$ cat src/hdl/utf8_to_utf16_decoder_defines.svh
// ----------------------------------------------------------------------------
// utf8_to_utf16_decoder_defines
// assertion macros used by the decoder top level
// ----------------------------------------------------------------------------
`ifndef UTF8_TO_UTF16_DECODER_DEFINES_SVH
`define UTF8_TO_UTF16_DECODER_DEFINES_SVH

// same-cycle implication, disabled during reset
`define U2U_ASSERT_NOW(label, ante, cons, msg) \
    label: assert property (@(posedge clk) disable iff (!rst_n) (ante) |-> (cons)) \
        else $error(msg);

// next-cycle implication, disabled during reset
`define U2U_ASSERT_NEXT(label, ante, cons, msg) \
    label: assert property (@(posedge clk) disable iff (!rst_n) (ante) |=> (cons)) \
        else $error(msg);

`endif

$ cat src/hdl/u2u_pkg.sv
// ----------------------------------------------------------------------------
// u2u_pkg
// types and constants of the utf-8 to utf-16 decoder
// ----------------------------------------------------------------------------
package u2u_pkg;

    localparam int QUEUE_DEPTH = 4;
    localparam int APB_ADDR_W  = 3;
    localparam int APB_DATA_W  = 32;

    localparam logic REG_ERROR_SIGNAL = 1'b0;

    localparam logic [7:0]  LEAD_MIN     = 8'hC2;
    localparam logic [7:0]  LEAD_THREE   = 8'hE0;
    localparam logic [7:0]  LEAD_FOUR    = 8'hF0;
    localparam logic [7:0]  LEAD_LIMIT   = 8'hF5;
    localparam logic [7:0]  E0_CONT_MIN  = 8'hA0;
    localparam logic [7:0]  ED_CONT_MAX  = 8'h9F;
    localparam logic [7:0]  F0_CONT_MIN  = 8'h90;
    localparam logic [7:0]  F4_CONT_MAX  = 8'h8F;
    localparam logic [20:0] SURR_POINT   = 21'h00D000;
    localparam logic [20:0] TOP_PLANE    = 21'h100000;
    localparam logic [20:0] SUPP_BASE    = 21'h010000;
    localparam logic [15:0] BOM_POINT    = 16'hFEFF;
    localparam logic [15:0] REPL_UNIT    = 16'hFFFD;
    localparam logic [15:0] HIGH_SURR    = 16'hD800;
    localparam logic [15:0] LOW_SURR     = 16'hDC00;

    typedef enum logic [1:0] {
        OP_UNIT    = 2'd0,
        OP_PAIR    = 2'd1,
        OP_REPLACE = 2'd2,
        OP_ERROR   = 2'd3
    } op_t;

    // one queued record: optional leading replacement, then the main result
    typedef struct packed {
        logic        pre_repl;
        op_t         op;
        logic [20:0] point;
    } rec_t;

endpackage

$ cat src/hdl/u2u_channels.sv
// ----------------------------------------------------------------------------
// u2u channels
// valid/ready interfaces for input bytes and output code units
// ----------------------------------------------------------------------------
interface u2u_byte_if;
    logic       valid;
    logic       ready;
    logic [7:0] byte_req;

    modport source (output valid, output byte_req, input ready);
    modport sink (input valid, input byte_req, output ready);
endinterface

interface u2u_unit_if;
    logic        valid;
    logic        ready;
    logic [15:0] code_unit;
    logic        last;
    logic        error;

    modport source (output valid, output code_unit, output last, output error, input ready);
    modport sink (input valid, input code_unit, input last, input error, output ready);
endinterface

$ cat src/hdl/u2u_queue.sv
// ----------------------------------------------------------------------------
// u2u_queue
// small record queue between the decode front and the unit back
// ----------------------------------------------------------------------------
module u2u_queue #(
    parameter int Depth = u2u_pkg::QUEUE_DEPTH
) (
    input  logic          clk,
    input  logic          rst_n,
    input  logic          push,
    input  u2u_pkg::rec_t push_rec,
    output logic          full,
    input  logic          pop,
    output u2u_pkg::rec_t head,
    output logic          empty
);

    localparam int PtrW = (Depth > 1) ? $clog2(Depth) : 1;
    localparam int CntW = $clog2(Depth + 1);

    u2u_pkg::rec_t     mem_reg [Depth];
    logic [PtrW-1:0]   wr_ptr_reg;
    logic [PtrW-1:0]   wr_ptr_next;
    logic [PtrW-1:0]   rd_ptr_reg;
    logic [PtrW-1:0]   rd_ptr_next;
    logic [CntW-1:0]   count_reg;
    logic [CntW-1:0]   count_next;
    logic              do_push;
    logic              do_pop;

    assign full    = (count_reg == CntW'(Depth));
    assign empty   = (count_reg == '0);
    assign do_push = push && !full;
    assign do_pop  = pop && !empty;
    assign head    = mem_reg[rd_ptr_reg];

    always_comb
    begin
        wr_ptr_next = wr_ptr_reg;
        rd_ptr_next = rd_ptr_reg;
        count_next  = count_reg;
        if (do_push)
        begin
            wr_ptr_next = (wr_ptr_reg == PtrW'(Depth - 1)) ? '0 : wr_ptr_reg + 1'b1;
        end
        if (do_pop)
        begin
            rd_ptr_next = (rd_ptr_reg == PtrW'(Depth - 1)) ? '0 : rd_ptr_reg + 1'b1;
        end
        if (do_push && !do_pop)
        begin
            count_next = count_reg + 1'b1;
        end
        else if (do_pop && !do_push)
        begin
            count_next = count_reg - 1'b1;
        end
    end

    always_ff @(posedge clk or negedge rst_n)
    begin
        if (!rst_n)
        begin
            wr_ptr_reg <= '0;
            rd_ptr_reg <= '0;
            count_reg  <= '0;
        end
        else
        begin
            wr_ptr_reg <= wr_ptr_next;
            rd_ptr_reg <= rd_ptr_next;
            count_reg  <= count_next;
        end
    end

    always_ff @(posedge clk)
    begin
        if (do_push)
        begin
            mem_reg[wr_ptr_reg] <= push_rec;
        end
    end

endmodule

$ cat src/hdl/u2u_front.sv
// ----------------------------------------------------------------------------
// u2u_front
// accepts utf-8 bytes, tracks the open sequence and classifies each item
// ----------------------------------------------------------------------------
module u2u_front (
    input  logic          clk,
    input  logic          rst_n,
    u2u_byte_if.sink      byte_ch,
    input  logic          error_signal,
    input  logic          queue_full,
    output logic          push,
    output u2u_pkg::rec_t push_rec
);

    logic [20:0] pp_reg;
    logic [20:0] pp_next;
    logic [1:0]  due_reg;
    logic [1:0]  due_next;
    logic [2:0]  len_reg;
    logic [2:0]  len_next;
    logic        first_reg;
    logic        first_next;

    logic [7:0]     c;
    logic           accept;
    logic           emit;
    logic           idle_emit;
    u2u_pkg::op_t   idle_op;
    logic [20:0]    idle_pp;
    logic [1:0]     idle_due;
    logic [2:0]     idle_len;
    logic           idle_first;
    logic           is_cont;
    logic           out_of_range;
    logic [20:0]    shifted;
    logic [20:0]    merged;

    assign c             = byte_ch.byte_req;
    assign byte_ch.ready = !queue_full;
    assign accept        = byte_ch.valid && !queue_full;
    assign push          = accept && emit;

    // lead byte decode, used with no sequence open or, in replace mode, after a broken one
    always_comb
    begin
        idle_emit  = 1'b0;
        idle_op    = u2u_pkg::OP_UNIT;
        idle_pp    = '0;
        idle_due   = 2'd0;
        idle_len   = 3'd1;
        idle_first = first_reg;
        if (!c[7])
        begin
            idle_emit  = 1'b1;
            idle_first = 1'b0;
        end
        else if (c < u2u_pkg::LEAD_MIN || c >= u2u_pkg::LEAD_LIMIT)
        begin
            idle_emit  = 1'b1;
            idle_op    = error_signal ? u2u_pkg::OP_ERROR : u2u_pkg::OP_REPLACE;
            idle_first = 1'b0;
        end
        else if (c < u2u_pkg::LEAD_THREE)
        begin
            idle_pp  = {10'b0, c[4:0], 6'b0};
            idle_due = 2'd1;
            idle_len = 3'd2;
        end
        else if (c < u2u_pkg::LEAD_FOUR)
        begin
            idle_pp  = {5'b0, c[3:0], 12'b0};
            idle_due = 2'd2;
            idle_len = 3'd3;
        end
        else
        begin
            idle_pp  = {c[2:0], 18'b0};
            idle_due = 2'd3;
            idle_len = 3'd4;
        end
    end

    assign is_cont = (c[7:6] == 2'b10);

    assign out_of_range =
        (len_reg == 3'd3 && due_reg == 2'd2 &&
         ((pp_reg == '0 && c < u2u_pkg::E0_CONT_MIN) ||
          (pp_reg == u2u_pkg::SURR_POINT && c > u2u_pkg::ED_CONT_MAX))) ||
        (due_reg == 2'd3 &&
         ((pp_reg == '0 && c < u2u_pkg::F0_CONT_MIN) ||
          (pp_reg == u2u_pkg::TOP_PLANE && c > u2u_pkg::F4_CONT_MAX)));

    always_comb
    begin
        case (due_reg)
            2'd3:    shifted = {3'b0, c[5:0], 12'b0};
            2'd2:    shifted = {9'b0, c[5:0], 6'b0};
            default: shifted = {15'b0, c[5:0]};
        endcase
    end

    assign merged = pp_reg | shifted;

    always_comb
    begin
        emit              = 1'b0;
        push_rec.pre_repl = 1'b0;
        push_rec.op       = idle_op;
        push_rec.point    = {13'b0, c};
        pp_next           = pp_reg;
        due_next          = due_reg;
        len_next          = len_reg;
        first_next        = first_reg;
        if (due_reg == 2'd0)
        begin
            emit       = idle_emit;
            pp_next    = idle_pp;
            due_next   = idle_due;
            len_next   = idle_len;
            first_next = idle_first;
        end
        else if (!is_cont || out_of_range)
        begin
            emit       = 1'b1;
            first_next = 1'b0;
            if (error_signal)
            begin
                push_rec.op = u2u_pkg::OP_ERROR;
                pp_next     = '0;
                due_next    = 2'd0;
                len_next    = 3'd1;
            end
            else
            begin
                // replacement, then the byte again as a lead byte
                push_rec.pre_repl = idle_emit;
                push_rec.op       = idle_emit ? idle_op : u2u_pkg::OP_REPLACE;
                pp_next           = idle_pp;
                due_next          = idle_due;
                len_next          = idle_len;
            end
        end
        else if (due_reg == 2'd1)
        begin
            push_rec.point = merged;
            pp_next        = '0;
            due_next       = 2'd0;
            len_next       = 3'd1;
            first_next     = 1'b0;
            if (merged[20:16] != 5'd0)
            begin
                emit        = 1'b1;
                push_rec.op = u2u_pkg::OP_PAIR;
            end
            else
            begin
                emit        = (merged[15:0] != u2u_pkg::BOM_POINT) || !first_reg;
                push_rec.op = u2u_pkg::OP_UNIT;
            end
        end
        else
        begin
            pp_next  = merged;
            due_next = due_reg - 2'd1;
        end
    end

    always_ff @(posedge clk or negedge rst_n)
    begin
        if (!rst_n)
        begin
            pp_reg    <= '0;
            due_reg   <= 2'd0;
            len_reg   <= 3'd1;
            first_reg <= 1'b1;
        end
        else if (accept)
        begin
            pp_reg    <= pp_next;
            due_reg   <= due_next;
            len_reg   <= len_next;
            first_reg <= first_next;
        end
    end

endmodule

$ cat src/hdl/u2u_back.sv
// ----------------------------------------------------------------------------
// u2u_back
// expands queued records into utf-16 code units, one per cycle while a record is queued and the output is ready
// ----------------------------------------------------------------------------
module u2u_back (
    input  logic          clk,
    input  logic          rst_n,
    input  u2u_pkg::rec_t head,
    input  logic          empty,
    output logic          pop,
    u2u_unit_if.source    unit_ch
);

    logic        phase_reg;
    logic        phase_next;
    logic        two_units;
    logic        take;
    logic        main_sel;
    logic [20:0] supp;
    logic [15:0] main_first;
    logic [15:0] main_second;

    assign supp      = head.point - u2u_pkg::SUPP_BASE;
    assign two_units = head.pre_repl || (head.op == u2u_pkg::OP_PAIR);
    assign main_sel  = head.pre_repl ? phase_reg : 1'b0;

    always_comb
    begin
        case (head.op)
            u2u_pkg::OP_UNIT:    main_first = head.point[15:0];
            u2u_pkg::OP_PAIR:    main_first = u2u_pkg::HIGH_SURR | {6'b0, supp[19:10]};
            u2u_pkg::OP_REPLACE: main_first = u2u_pkg::REPL_UNIT;
            default:             main_first = '0;
        endcase
    end

    assign main_second = u2u_pkg::LOW_SURR | {6'b0, supp[9:0]};

    always_comb
    begin
        unit_ch.error = 1'b0;
        if (head.pre_repl && !phase_reg)
        begin
            unit_ch.code_unit = u2u_pkg::REPL_UNIT;
        end
        else if (!main_sel && phase_reg)
        begin
            unit_ch.code_unit = main_second;
        end
        else
        begin
            unit_ch.code_unit = main_first;
            unit_ch.error     = (head.op == u2u_pkg::OP_ERROR);
        end
    end

    assign unit_ch.valid = !empty;
    assign unit_ch.last  = !two_units || phase_reg;
    assign take          = unit_ch.valid && unit_ch.ready;
    assign pop           = take && unit_ch.last;

    always_comb
    begin
        phase_next = phase_reg;
        if (take)
        begin
            phase_next = !unit_ch.last;
        end
    end

    always_ff @(posedge clk or negedge rst_n)
    begin
        if (!rst_n)
        begin
            phase_reg <= 1'b0;
        end
        else
        begin
            phase_reg <= phase_next;
        end
    end

endmodule

$ cat src/hdl/utf8_to_utf16_decoder.sv
// ----------------------------------------------------------------------------
// utf8_to_utf16_decoder
// utf-8 byte stream in, utf-16 code units out, with an apb control register
//
//   port      dir   item          payload
//   byte_ch   in    utf-8 byte    byte_req[7:0]
//   unit_ch   out   code unit     code_unit[15:0], last, error
//   apb       in    reg write     error_signal at byte address 0
//
// one byte is taken per cycle while the record queue has room
// a code unit is offered from the record queue, where its record is registered after its byte is taken
// a supplementary character or a replacement plus reprocessed byte gives two
// code units, offered one after the other on the single output port
// reset is asynchronous; it clears the sequence state and error_signal
// either side may stall; the queue absorbs up to QueueDepth records
// ----------------------------------------------------------------------------
`include "utf8_to_utf16_decoder_defines.svh"

module utf8_to_utf16_decoder #(
    parameter int QueueDepth = u2u_pkg::QUEUE_DEPTH
) (
    input  logic                           clk,
    input  logic                           rst_n,
    u2u_byte_if.sink                       byte_ch,
    u2u_unit_if.source                     unit_ch,
    input  logic                           psel,
    input  logic                           penable,
    input  logic                           pwrite,
    input  logic [u2u_pkg::APB_ADDR_W-1:0] paddr,
    input  logic [u2u_pkg::APB_DATA_W-1:0] pwdata,
    output logic [u2u_pkg::APB_DATA_W-1:0] prdata,
    output logic                           pready
);

    logic          error_signal_reg;
    logic          error_signal_next;
    logic          reg_index;
    logic          queue_full;
    logic          queue_empty;
    logic          push;
    logic          pop;
    u2u_pkg::rec_t push_rec;
    u2u_pkg::rec_t head;

    assign pready    = 1'b1;
    assign reg_index = paddr[2];
    assign prdata    = (reg_index == u2u_pkg::REG_ERROR_SIGNAL)
                     ? {{(u2u_pkg::APB_DATA_W - 1){1'b0}}, error_signal_reg} : '0;

    always_comb
    begin
        error_signal_next = error_signal_reg;
        if (psel && penable && pwrite && pready && reg_index == u2u_pkg::REG_ERROR_SIGNAL)
        begin
            error_signal_next = pwdata[0];
        end
    end

    always_ff @(posedge clk or negedge rst_n)
    begin
        if (!rst_n)
        begin
            error_signal_reg <= 1'b0;
        end
        else
        begin
            error_signal_reg <= error_signal_next;
        end
    end

    u2u_front u_front (
        .clk          (clk),
        .rst_n        (rst_n),
        .byte_ch      (byte_ch),
        .error_signal (error_signal_reg),
        .queue_full   (queue_full),
        .push         (push),
        .push_rec     (push_rec)
    );

    u2u_queue #(
        .Depth (QueueDepth)
    ) u_queue (
        .clk      (clk),
        .rst_n    (rst_n),
        .push     (push),
        .push_rec (push_rec),
        .full     (queue_full),
        .pop      (pop),
        .head     (head),
        .empty    (queue_empty)
    );

    u2u_back u_back (
        .clk     (clk),
        .rst_n   (rst_n),
        .head    (head),
        .empty   (queue_empty),
        .pop     (pop),
        .unit_ch (unit_ch)
    );

    `U2U_ASSERT_NOW(a_error_is_last, unit_ch.valid && unit_ch.error, unit_ch.last && unit_ch.code_unit == 16'h0000, "error item must be a lone zero unit")
    `U2U_ASSERT_NOW(a_high_not_last, unit_ch.valid && unit_ch.code_unit[15:10] == 6'b110110, !unit_ch.last && !unit_ch.error, "high surrogate marked last")
    `U2U_ASSERT_NEXT(a_low_follows, unit_ch.valid && unit_ch.ready && unit_ch.code_unit[15:10] == 6'b110110, unit_ch.valid && unit_ch.code_unit[15:10] == 6'b110111 && unit_ch.last, "low surrogate does not follow high surrogate")

endmodule

$ cat src/flat_wrapper.sv
// flat-port wrapper written by rule: the top's interface ports become plain ports
module utf8_to_utf16_decoder_flat 
#(
    parameter int QueueDepth = u2u_pkg::QUEUE_DEPTH
)
  (clk, rst_n, psel, penable, pwrite, paddr, pwdata, prdata, pready, byte_ch_valid, byte_ch_byte_req, byte_ch_ready, unit_ch_valid, unit_ch_code_unit, unit_ch_last, unit_ch_error, unit_ch_ready);
  u2u_byte_if byte_ch_i ();
  u2u_unit_if unit_ch_i ();
  input  logic clk;
  input  logic rst_n;
  input  logic psel;
  input  logic penable;
  input  logic pwrite;
  input  logic [u2u_pkg::APB_ADDR_W-1:0] paddr;
  input  logic [u2u_pkg::APB_DATA_W-1:0] pwdata;
  output logic [u2u_pkg::APB_DATA_W-1:0] prdata;
  output logic pready;
  input wire logic [$bits(byte_ch_i.valid)-1:0] byte_ch_valid;
  input wire logic [$bits(byte_ch_i.byte_req)-1:0] byte_ch_byte_req;
  output wire logic [$bits(byte_ch_i.ready)-1:0] byte_ch_ready;
  output wire logic [$bits(unit_ch_i.valid)-1:0] unit_ch_valid;
  output wire logic [$bits(unit_ch_i.code_unit)-1:0] unit_ch_code_unit;
  output wire logic [$bits(unit_ch_i.last)-1:0] unit_ch_last;
  output wire logic [$bits(unit_ch_i.error)-1:0] unit_ch_error;
  input wire logic [$bits(unit_ch_i.ready)-1:0] unit_ch_ready;
  assign byte_ch_i.valid = byte_ch_valid;
  assign byte_ch_i.byte_req = byte_ch_byte_req;
  assign byte_ch_ready = byte_ch_i.ready;
  assign unit_ch_valid = unit_ch_i.valid;
  assign unit_ch_code_unit = unit_ch_i.code_unit;
  assign unit_ch_last = unit_ch_i.last;
  assign unit_ch_error = unit_ch_i.error;
  assign unit_ch_i.ready = unit_ch_ready;
  utf8_to_utf16_decoder #(.QueueDepth(QueueDepth)) u_core (.clk(clk), .rst_n(rst_n), .byte_ch(byte_ch_i), .unit_ch(unit_ch_i), .psel(psel), .penable(penable), .pwrite(pwrite), .paddr(paddr), .pwdata(pwdata), .prdata(prdata), .pready(pready));
endmodule
$ cat config.mk
export PLATFORM = sky130hd
export DESIGN_NAME = utf8_to_utf16_decoder_flat
export DESIGN_NICKNAME = d
export VERILOG_FILES = /design/src/hdl/u2u_pkg.sv /design/src/hdl/u2u_channels.sv /design/src/hdl/u2u_queue.sv /design/src/hdl/u2u_front.sv /design/src/hdl/u2u_back.sv /design/src/hdl/utf8_to_utf16_decoder.sv /design/src/flat_wrapper.sv
export VERILOG_INCLUDE_DIRS = /design/src /design/src/hdl
export SDC_FILE = /design/constraint.sdc
export NUM_CORES = 1
export LEC_CHECK = 0
export BUFFER_PORTS_ARGS = -buffer_cell sky130_fd_sc_hd__buf_2
export CAP_MARGIN = 0
export CORE_MARGIN = 2
export CORE_UTILIZATION = 60
export CTS_CLUSTER_DIAMETER = 100
export CTS_CLUSTER_SIZE = 40
export DETAILED_ROUTE_END_ITERATION = 16
export MAX_ROUTING_LAYER = met4
export PLACE_DENSITY_LB_ADDON = 0.08
export SKIP_LAST_GASP = 1
export SYNTH_ARGS = -nofsm -noshare
export SYNTH_HDL_FRONTEND = slang
export SYNTH_SLANG_ARGS = --single-unit
$ cat constraint.sdc
create_clock -name clk -period 5.1 [get_ports clk]
set_input_delay 0.51 -clock clk [delete_from_list [all_inputs] [get_ports clk]]
set_output_delay 0.51 -clock clk [all_outputs]
set_load 0.03 [all_outputs]
; ---- Word level (Yosys, flattened, before mapping)
; Memories as Yosys holds them, arrays and structs flattened.
; Index checks and enable logic that the tools add are counted.
[totals]
register_bits = 36
mem_bits_rw = 96
in_bits = 50
wordCells = 149
n_memories = 1
[op_classes]
add_sub_neg = 6
magnitude_cmp = 8
n_eq_ne = 15
mux = 61
n_bitwise = 2
reduce_logical = 47
[memory_table]
columns = name, words, width, rd, rd_ports_with_merged_regs, wr, line_no
row1 = u_core.u_queue.mem_reg, 4, 24, 1, 0, 1, u2u_queue.sv:21  ; u2u_pkg::rec_t mem_reg [Depth];
[ops]
columns = op, count
row1 = $mux W21, 9
row2 = $pmux W16 S3, 1
row3 = $lt A8 B8 Y1 const B, 5
row4 = $pmux W18 S2, 1
row5 = $mux W16, 2
row6 = $mux W3, 10
row7 = $mux W2, 14
row8 = $mux W24, 1
row9 = $mux W23, 1
row10 = $mux W1, 22
row11 = $eq A21 B16 Y1 const B, 1
row12 = $eq A21 B21 Y1 const B, 1
row13 = $logic_not A21 Y1, 1
row14 = $or A21 B21 Y21, 1
row15 = $logic_and A1 B1 Y1, 20
row16 = $sub A20 B17 Y20 const B, 1
row17 = $gt A8 B8 Y1 const B, 2
row18 = $ne A16 B16 Y1 const B, 1
row19 = $eq A2 B2 Y1 const B, 7
row20 = $logic_not A1 Y1, 10
row21 = $ge A8 B8 Y1 const B, 1
row22 = $logic_or A1 B1 Y1, 8
row23 = $reduce_bool A5 Y1, 1
row24 = $add A2 B1 Y2 const B, 2
row25 = 14 further kinds, 16

; ---- Logic depth before layout (Yosys ltp)
; Gate-level depths: netlist (run 1).
[logic_depth]
word_depth = 15
depth_mapped = 14
mapped_depth_nobuf = 14

; ---- Hierarchy
; Synthesis (run 1) repeated with hierarchy kept, for this count alone.
[unflattened]
hier_cells = 534
hier_area_um2 = 6811.5
[by_module_without_submodules]
columns = module, instances, cells_each, area_each_um2, seq_area_each_um2
row1 = u2u_queue, 1, 163, 3906.2, 3057.9
row2 = u2u_front, 1, 231, 1914.3, 678.2
row3 = u2u_back, 1, 102, 689.4, 25.0
row4 = utf8_to_utf16_decoder, 1, 38, 301.5, 25.0

; ---- Worst setup path before layout (run 1)
; No wires, ideal clock.
[synth_path]
kind = register -> register
start = reg u_core.u_queue.rd_ptr_reg[0]
end = reg u_core.u_queue.count_reg[1]
setup_time_ns = 0.125
arrival_time_ns = 3.625
required_time_ns = 4.975
slack_ns = 1.350
path_stages_with_launch = 11
n_path_buf = 2
period_less_slack_ns = 3.750
cell_sequence = dfrtp_1 buf_2 buf_4 mux4_2 ha_1 o21ai_0 nand3_1 ha_1 inv_1 fa_1 mux2_2
[synth_between]
elab_chain_len = 10
word_cells_on_any_way = 12
classes_between = eq/ne (1) / mux (1) / reduce/logical (9) / memory (1)
[synth_lines]
columns = item, line_no
row1 = "start, declared", u2u_queue.sv:24  ; logic [PtrW-1:0] rd_ptr_reg;
row2 = "start signal, assigned", u2u_queue.sv:71  ; rd_ptr_reg <= rd_ptr_next;
row3 = $mem_v2 Z4 W24 (*), -
row4 = $eq A2 B1 Y1, u2u_back.sv:24  ; assign two_units = head.pre_repl || (head.op == u2u_pkg::OP_PAIR);
row5 = $logic_or A1 B1 Y1 (*), u2u_back.sv:24
row6 = $logic_not A1 Y1 (*), u2u_back.sv:58  ; assign unit_ch.last = !two_units || phase_reg;
row7 = $logic_or A1 B1 Y1 (*), u2u_back.sv:58
row8 = net unit_ch_last, flat_wrapper.sv:23  ; output wire logic [$bits(unit_ch_i.last)-1:0] unit_ch_last;
row9 = $logic_and A1 B1 Y1 (*), u2u_back.sv:60  ; assign pop = take && unit_ch.last;
row10 = $logic_and A1 B1 Y1 (*), u2u_queue.sv:34  ; assign do_pop = pop && !empty;
row11 = $logic_not A1 Y1 (*), u2u_queue.sv:50  ; if (do_push && !do_pop)
row12 = $logic_and A1 B1 Y1 (*), u2u_queue.sv:50
row13 = $mux W3 (*), u2u_queue.sv:50
row14 = net u_core.u_queue.count_next[1], u2u_queue.sv:27  ; logic [CntW-1:0] count_next;
row15 = "end signal, assigned", u2u_queue.sv:72  ; count_reg <= count_next;
row16 = "end, declared", u2u_queue.sv:26  ; logic [CntW-1:0] count_reg;
; The timed path passes the listed nets; every way through them passes the cells marked *.
; A chain may end at the register's enable or synchronous reset.

; ---- Worst setup path in the final report (run 1)
[layout_path]
start = reg u_core.u_queue.rd_ptr_reg[0]
end = out unit_ch_code_unit[9]
[layout_between]
elab_chain_len = 6
word_cells_on_any_way = 12
classes_between = add/sub (1) / eq/ne (2) / mux (4) / reduce/logical (4) / memory (1)
[layout_lines]
columns = item, line_no
row1 = $mem_v2 Z4 W24 (*), -
row2 = branches (longest 4 deep; another with $sub A20 B17 Y20), -
row3 = $mux W16 (*), u2u_back.sv:42  ; if (head.pre_repl && !phase_reg)
row4 = "end, declared", flat_wrapper.sv:22  ; output wire logic [$bits(unit_ch_i.code_unit)-1:0] unit_ch_code_unit;
; Every way passes the cells marked *.

==> flow_summary.toml, run 1 <==
[critical_path]
required_ns = 4.59
crit_path_start = "u_core.u_queue.rd_ptr_reg[0]$_DFFE_PN0P_"
path_delay_family = "flip-flops"
slowest_delay_ns = 0.87
critPathKind = "register to output port"
path_buf_inv = 2
path_cells = "mux4_2 > inv_1 > ha_1 > a21oi_1 > o22ai_1 > nand2_1 > a31oi_1 > buf_2"
cp-end-kind = "output port"
worst_ep_arrival_time_ns = 3.56
r2r-start = "u_core.u_queue.rd_ptr_reg[0]$_DFFE_PN0P_"
cp_max_fo = 15
cp-start-kind = "register"
crit_slowest_cell = "dfrtp_1"

[sta]
rsz0062_at_grt = "no"
slew_headroom = 0.345
setup_violations = 0
min_period_over_period = 0.798
skew_ns = 0.00960
worst_pin_slew_ns = 0.976
tns_ns = 0
finalMaxSlewViolations = 0
fin_crit_ns = 4.07
finalHoldViolCount = 0
fmax_mhz = 246

[route]
drt_iter0_drc = 403
drt_pass1_iterations = 5
wirelength_mm = 13.9
wl_per_cell_um = 20.1
vias_per_cell = 6.21
num_vias = 4285
detail-route-antenna-nets = 0
drc = 0

[synthesis]
synth_fa_ha_area_frac = 0.0378
yosysUniqueCellTypes = 62
synth_top_area_share = 0.430
synth-main-ff-cell = "edfxtp_1"
synth_area_leaders = "edfxtp_1 (43%), dfrtp_1 (13%), mux4_2 (7.4%)"
syn_area_per_cell_um2 = 12.7
synth_mux_area_frac = 0.0915
synth_top_family_by_area = "compound AO/OA/AOI/OAI gates"
netlist_instances = 508
synth_seq_area_share = 0.570
synth-warning-count = 0
yosys_register_bits = 128
netlist_area_um2 = 6430
synthSimpleGateAreaFrac = 0.0852
synth_compound_area_frac = 0.142
synthXorXnorAreaFrac = 0.00681
yosysTopAreaCell = "edfxtp_1"
synthArstFlopShare = 0.281
synth_edf_count = 92

[die]
die-width_um = 108
initial_core_util = 0.620
die_area_um2 = 11600
core_um2 = 10400
fp.dieH_um = 108
ios = 103
fp-row-count = 37

[grt]
grt_max_degree = 37
grt_pass1_wl_mm = 22.1
first_global_vias = 4171
grtUsageTotal = 0.264
antenna_found_initial = 0
gr-total-overflow = 0

[cts]
cts_tree = "built"
cts_buffer_depth = 2
cts-root-buf = "clkbuf_8"
htreeDepth = 4
post_cts_resized = 0
post-cts-setup-buffers = 0
clk_pin_slew_worst_paths_ns = 0.06
numCtsBuffers = 17
hold_buffers = 0
clock-sinks = 128
clock_latency_ns = 0.52

[power]
vdd_drop_max_mv = 0.612
power_density_nw_per_um2 = 695
power_leakage_nw = 2.73

[cells_and_area]
finalNonFillerCells = 690
most-common-layout-cells = "edfxtp_1 (92), nor2_1 (44), a21oi_1 (44)"
num_antenna_cells = 0
drive_gt1_frac = 0.202
nFillCells = 706
multi_input_area_um2 = 2450
area.growth.synth_to_final_pct = 12.1
seq_area_um2 = 3670
largest_reg_flops = 92
mostFrequentLayoutCell = "edfxtp_1"
nNetsFinal = 609

[job]
cap_viol_max_count = 0

[placed_design]
dp_hpwl_mm = 9.16
dp_cells = 658
port-buffer-count = 37
gp_congestion = 0.943

[run_status]
status = "finished clean"

[min_path]
min_path_type = "primary input to async pin"
-- final cells by class --
cell class	instances	area share
sequential	128	0.509
multi-input combinational	336	0.341
clock buffer	17	0.0575
timing repair buffer	45	0.0340
clock inverter	15	0.0288
tap	136	0.0236
inverter	13	0.00677
-- final timing paths --
check                                                                 to  slack, ns  cells after the start
worst max-delay path                                unit_ch_code_unit[9]       1.03                      8
worst min-delay path               u_core.u_front.pp_reg[20]$_DFFE_PN0P_       0.09                      1
worst max register to register   u_core.u_queue.count_reg[2]$_DFFE_PN0P_       1.26                     12
worst min register to register     u_core.u_front.len_reg[2]$_DFFE_PN0P_       0.48                      1
max in group asynchronous       u_core.u_queue.wr_ptr_reg[0]$_DFFE_PN0P_       4.48                      1
min in group clk                     u_core.error_signal_reg$_DFFE_PN0P_       0.21                      3
-- through the flow --
step / cell area (um^2) / hold slack, ns / util / setup slack (ns) / total power (W)
floorplan: 6540 / 0.214 / - / 1.35 / 0.00320
global placement: 6590 / 0.454 / 0.635 / 1.32 / 0.00368
detailed placement: 6590 / 0.465 / 0.635 / 1.22 / 0.00374
CTS: 7210 / 0.0951 / 0.695 / 0.987 / 0.00501
global route: 7210 / 0.145 / 0.695 / 0.790 / 0.00527
finish: 7210 / 0.0870 / 0.695 / 1.03 / 0.00501
-- cell usage after synthesis, types with 2 or more instances --
library cell  count
edfxtp_1         92
a21oi_1          44
nor2_1           44
dfrtp_1          34
buf_4            33
o21ai_0          28
nand2_1          24
mux4_2           21
ha_1             17
clkbuf_1         15
inv_1            13
a32o_1           10
buf_2            10
a22o_1            9
and2_1            9
nor3_1            9
nor4_1            8
a221o_1           5
a31oi_1           4
mux2_2            4
mux2i_1           4
nand3_1           4
nand4_1           4
o21a_1            4
xor2_1            4
a21o_1            3
nand2b_1          3
nor2b_1           3
o211ai_1          3
o21ai_1           3
a2bb2oi_1         2
buf_1             2
conb_1            2
dfstp_2           2
mux2_4            2
o22ai_1           2
o31ai_1           2
or3_1             2
-- kinds of logic (layout without fill, tap and decap cells) --
| group | after synthesis | after routing |
|---|---|---|
| other cells | 2 | 32 |
| mux | 31 | 31 |
| fa+ha+maj | 19 | 19 |
| buf+inv | 74 | 90 |
| flops | 128 | 128 |
| xor+xnor | 5 | 5 |
| compound gates | 134 | 134 |
| simple gates | 115 | 115 |
-- worst reg2reg max path, cell delays in order, from the launching register on --
cell	delay, ns
dfrtp_1	0.87
mux4_2	0.67
inv_1	0.14
ha_1	0.41
o21ai_0	0.15
buf_4	0.18
nand3_1	0.21
ha_1	0.25
inv_1	0.07
fa_1	0.38
xor2_1	0.15
nor2_1	0.13
xor2_1	0.16
-- layer usage --
layer  share of wire  global-route usage  vias to the layer above
li1                -                   -                     1932
met1            0.41               0.329                     2091
met2            0.50               0.440                      237
met3           0.064              0.0539                       25
met4           0.018              0.0833                        0
met5               0                   -                        -
-- power breakdown --
| group | internal, W | switching (W) |
|---|---|---|
| sequential | 0.00138 | 0.000171 |
| clock | 0.000799 | 0.000451 |
| combinational | 0.000784 | 0.00142 |
| total | 0.00297 | 0.00204 |
(Power assumes the default switching activity.)
==> run 2, diff against run 1 <==
- CORE_UTILIZATION: 60 -> 57
- clock period: 5.1 -> 4.19 ns (I/O delays scaled with it)
==> run 2 against run 1 <==
Effect of this change:
- sequential share of layout area rose by 0.062 points
- die area increased by 5.1%
- via count is 0.79% lower
- global-route usage decreased by 1.6 points
- critical path depth is 1 lower
- count of clock-buffer cells in the layout increased by 1
- cell area is 0.12% lower
- combinational power is 24% higher
- hold slack gained 0.015 ns
- clock power grew 17%
- non-clock buffer count grew 2
- largest power group unchanged
==> flow_summary.toml, run 2 (synthesis gave the netlist of run 1 again) <==
[run_status]
status = "finished clean"

[cells_and_area]
largest_reg_flops = 92
area.growth.synth_to_final_pct = 11.9
final_util = 0.658
finalNonFillerCells = 696
mostFrequentLayoutCell = "edfxtp_1"
drive_gt1_frac = 0.201
nNetsFinal = 611
most-common-layout-cells = "edfxtp_1 (92), nor2_1 (44), a21oi_1 (44)"
num_antenna_cells = 0

[route]
detail-route-antenna-nets = 0
vias_per_cell = 6.11
drt_pass1_iterations = 5
wirelength_mm = 13.5
drt_iter0_drc = 373
drc = 0
wl_per_cell_um = 19.5
num_vias = 4251

[sta]
fmax_mhz = 276
holdWs_ns = 0.102
setup_violations = 0
slew_headroom = 0.294
finalHoldViolCount = 0
min_period_over_period = 0.865
worst_pin_slew_ns = 1.05
tns_ns = 0
fin_crit_ns = 3.62
rsz0062_at_grt = "no"
skew_ns = 0.00798
finalMaxSlewViolations = 0
worst_slack_ns = 0.567

[power]
power_frac_clock = 0.243
intPower_w = 0.00358
power_frac_comb = 0.452
power_leakage_nw = 2.73
power_frac_seq = 0.306
switching_share = 0.406
power_density_nw_per_um2 = 837
p_sw_w = 0.00245
vdd_drop_max_mv = 0.924

[die]
die_area_um2 = 12100
fp-row-count = 38
fp.dieH_um = 110
die-width_um = 110
initial_core_util = 0.588
ios = 103
core_um2 = 10900

[placed_design]
dp_cells = 664
port-buffer-count = 37
dp_hpwl_mm = 9.33
gp_congestion = 0.903
place_ws_ns = 0.641

[grt]
grt_max_degree = 37
grtUsageTotal = 0.249
gr-total-overflow = 0
grt_pass1_wl_mm = 21.4
antenna_found_initial = 0
first_global_vias = 4131

[cts]
numCtsBuffers = 17
cts_tree = "built"
clock_latency_ns = 0.41
cts_buffer_depth = 2
hold_buffers = 0
cts-root-buf = "clkbuf_16"
htreeDepth = 4
clk_pin_slew_worst_paths_ns = 0.05
clock-sinks = 128
post_cts_resized = 0
post-cts-setup-buffers = 0

[min_path]
min_path_type = "primary input to async pin"

[critical_path]
cp-end-kind = "output port"
critPathKind = "register to output port"
worst_ep_arrival_time_ns = 3.20
required_ns = 3.77
cp_max_fo = 25
cp-start-kind = "register"

[job]
cap_viol_max_count = 0
-- run 2: stage by stage --
| step | power, W | instance area [um^2] |
|---|---|---|
| after floorplan | 0.00390 | 6540 |
| after global placement | 0.00451 | 6610 |
| after detailed placement | 0.00458 | 6610 |
| after CTS | 0.00604 | 7200 |
| after global routing | 0.00638 | 7200 |
| final | 0.00603 | 7200 |
-- run 2: worst paths after layout --
check	from	end	slack, ns	cells past startpoint
setup / recovery	u_core.u_queue.rd_ptr_reg[1]$_DFFE_PN0P_	unit_ch_code_unit[6]	0.57	7
hold / removal	rst_n	u_core.u_queue.count_reg[1]$_DFFE_PN0P_	0.10	1
setup reg to reg	u_core.u_front.due_reg[0]$_DFFE_PN0P_	u_core.u_queue.count_reg[2]$_DFFE_PN0P_	0.62	13
hold reg to reg	u_core.u_front.len_reg[2]$_DFFE_PN0P_	u_core.u_front.len_reg[2]$_DFFE_PN0P_	0.48	1
max in group asynchronous	rst_n	u_core.u_front.pp_reg[19]$_DFFE_PN0P_	3.56	1
min in group clk	pwdata[0]	u_core.error_signal_reg$_DFFE_PN0P_	0.24	3
-- run 2: layer usage --
layer / GRT usage / vias to the layer above / wire length (um)
li1: - / 1943 / -
met1: 0.317 / 2090 / 5860
met2: 0.400 / 197 / 6680
met3: 0.0482 / 21 / 809
met4: 0.0920 / 0 / 195
met5: - / - / 0
-- run 2: final cells by class --
type | count | area, um^2
Fill cell | 821 | 3740
Sequential cell | 128 | 3670
Multi-Input combinational cell | 336 | 2450
Clock buffer | 18 | 429
Timing Repair Buffer | 47 | 260
Tap cell | 140 | 175
Clock inverter | 14 | 164
Inverter | 13 | 48.8
-- run 2: worst max-delay path, stage by stage, from the launching register on --
cell	delay, ns
dfrtp_1	0.40
buf_4	0.37
mux2_2	0.39
o21ai_1	0.78
o21ai_0	0.28
a22oi_1	0.31
nand2_1	0.08
buf_2	0.18
-- run 2: power groups by stage --
stage                     clock, W  sequential (W)  combinational [W]
after floorplan                  0         0.00181            0.00209
final                      0.00146         0.00184            0.00272
after detailed placement         0         0.00186            0.00272
after global routing       0.00154         0.00187            0.00297
after CTS                  0.00148         0.00184            0.00272
after global placement           0         0.00184            0.00266
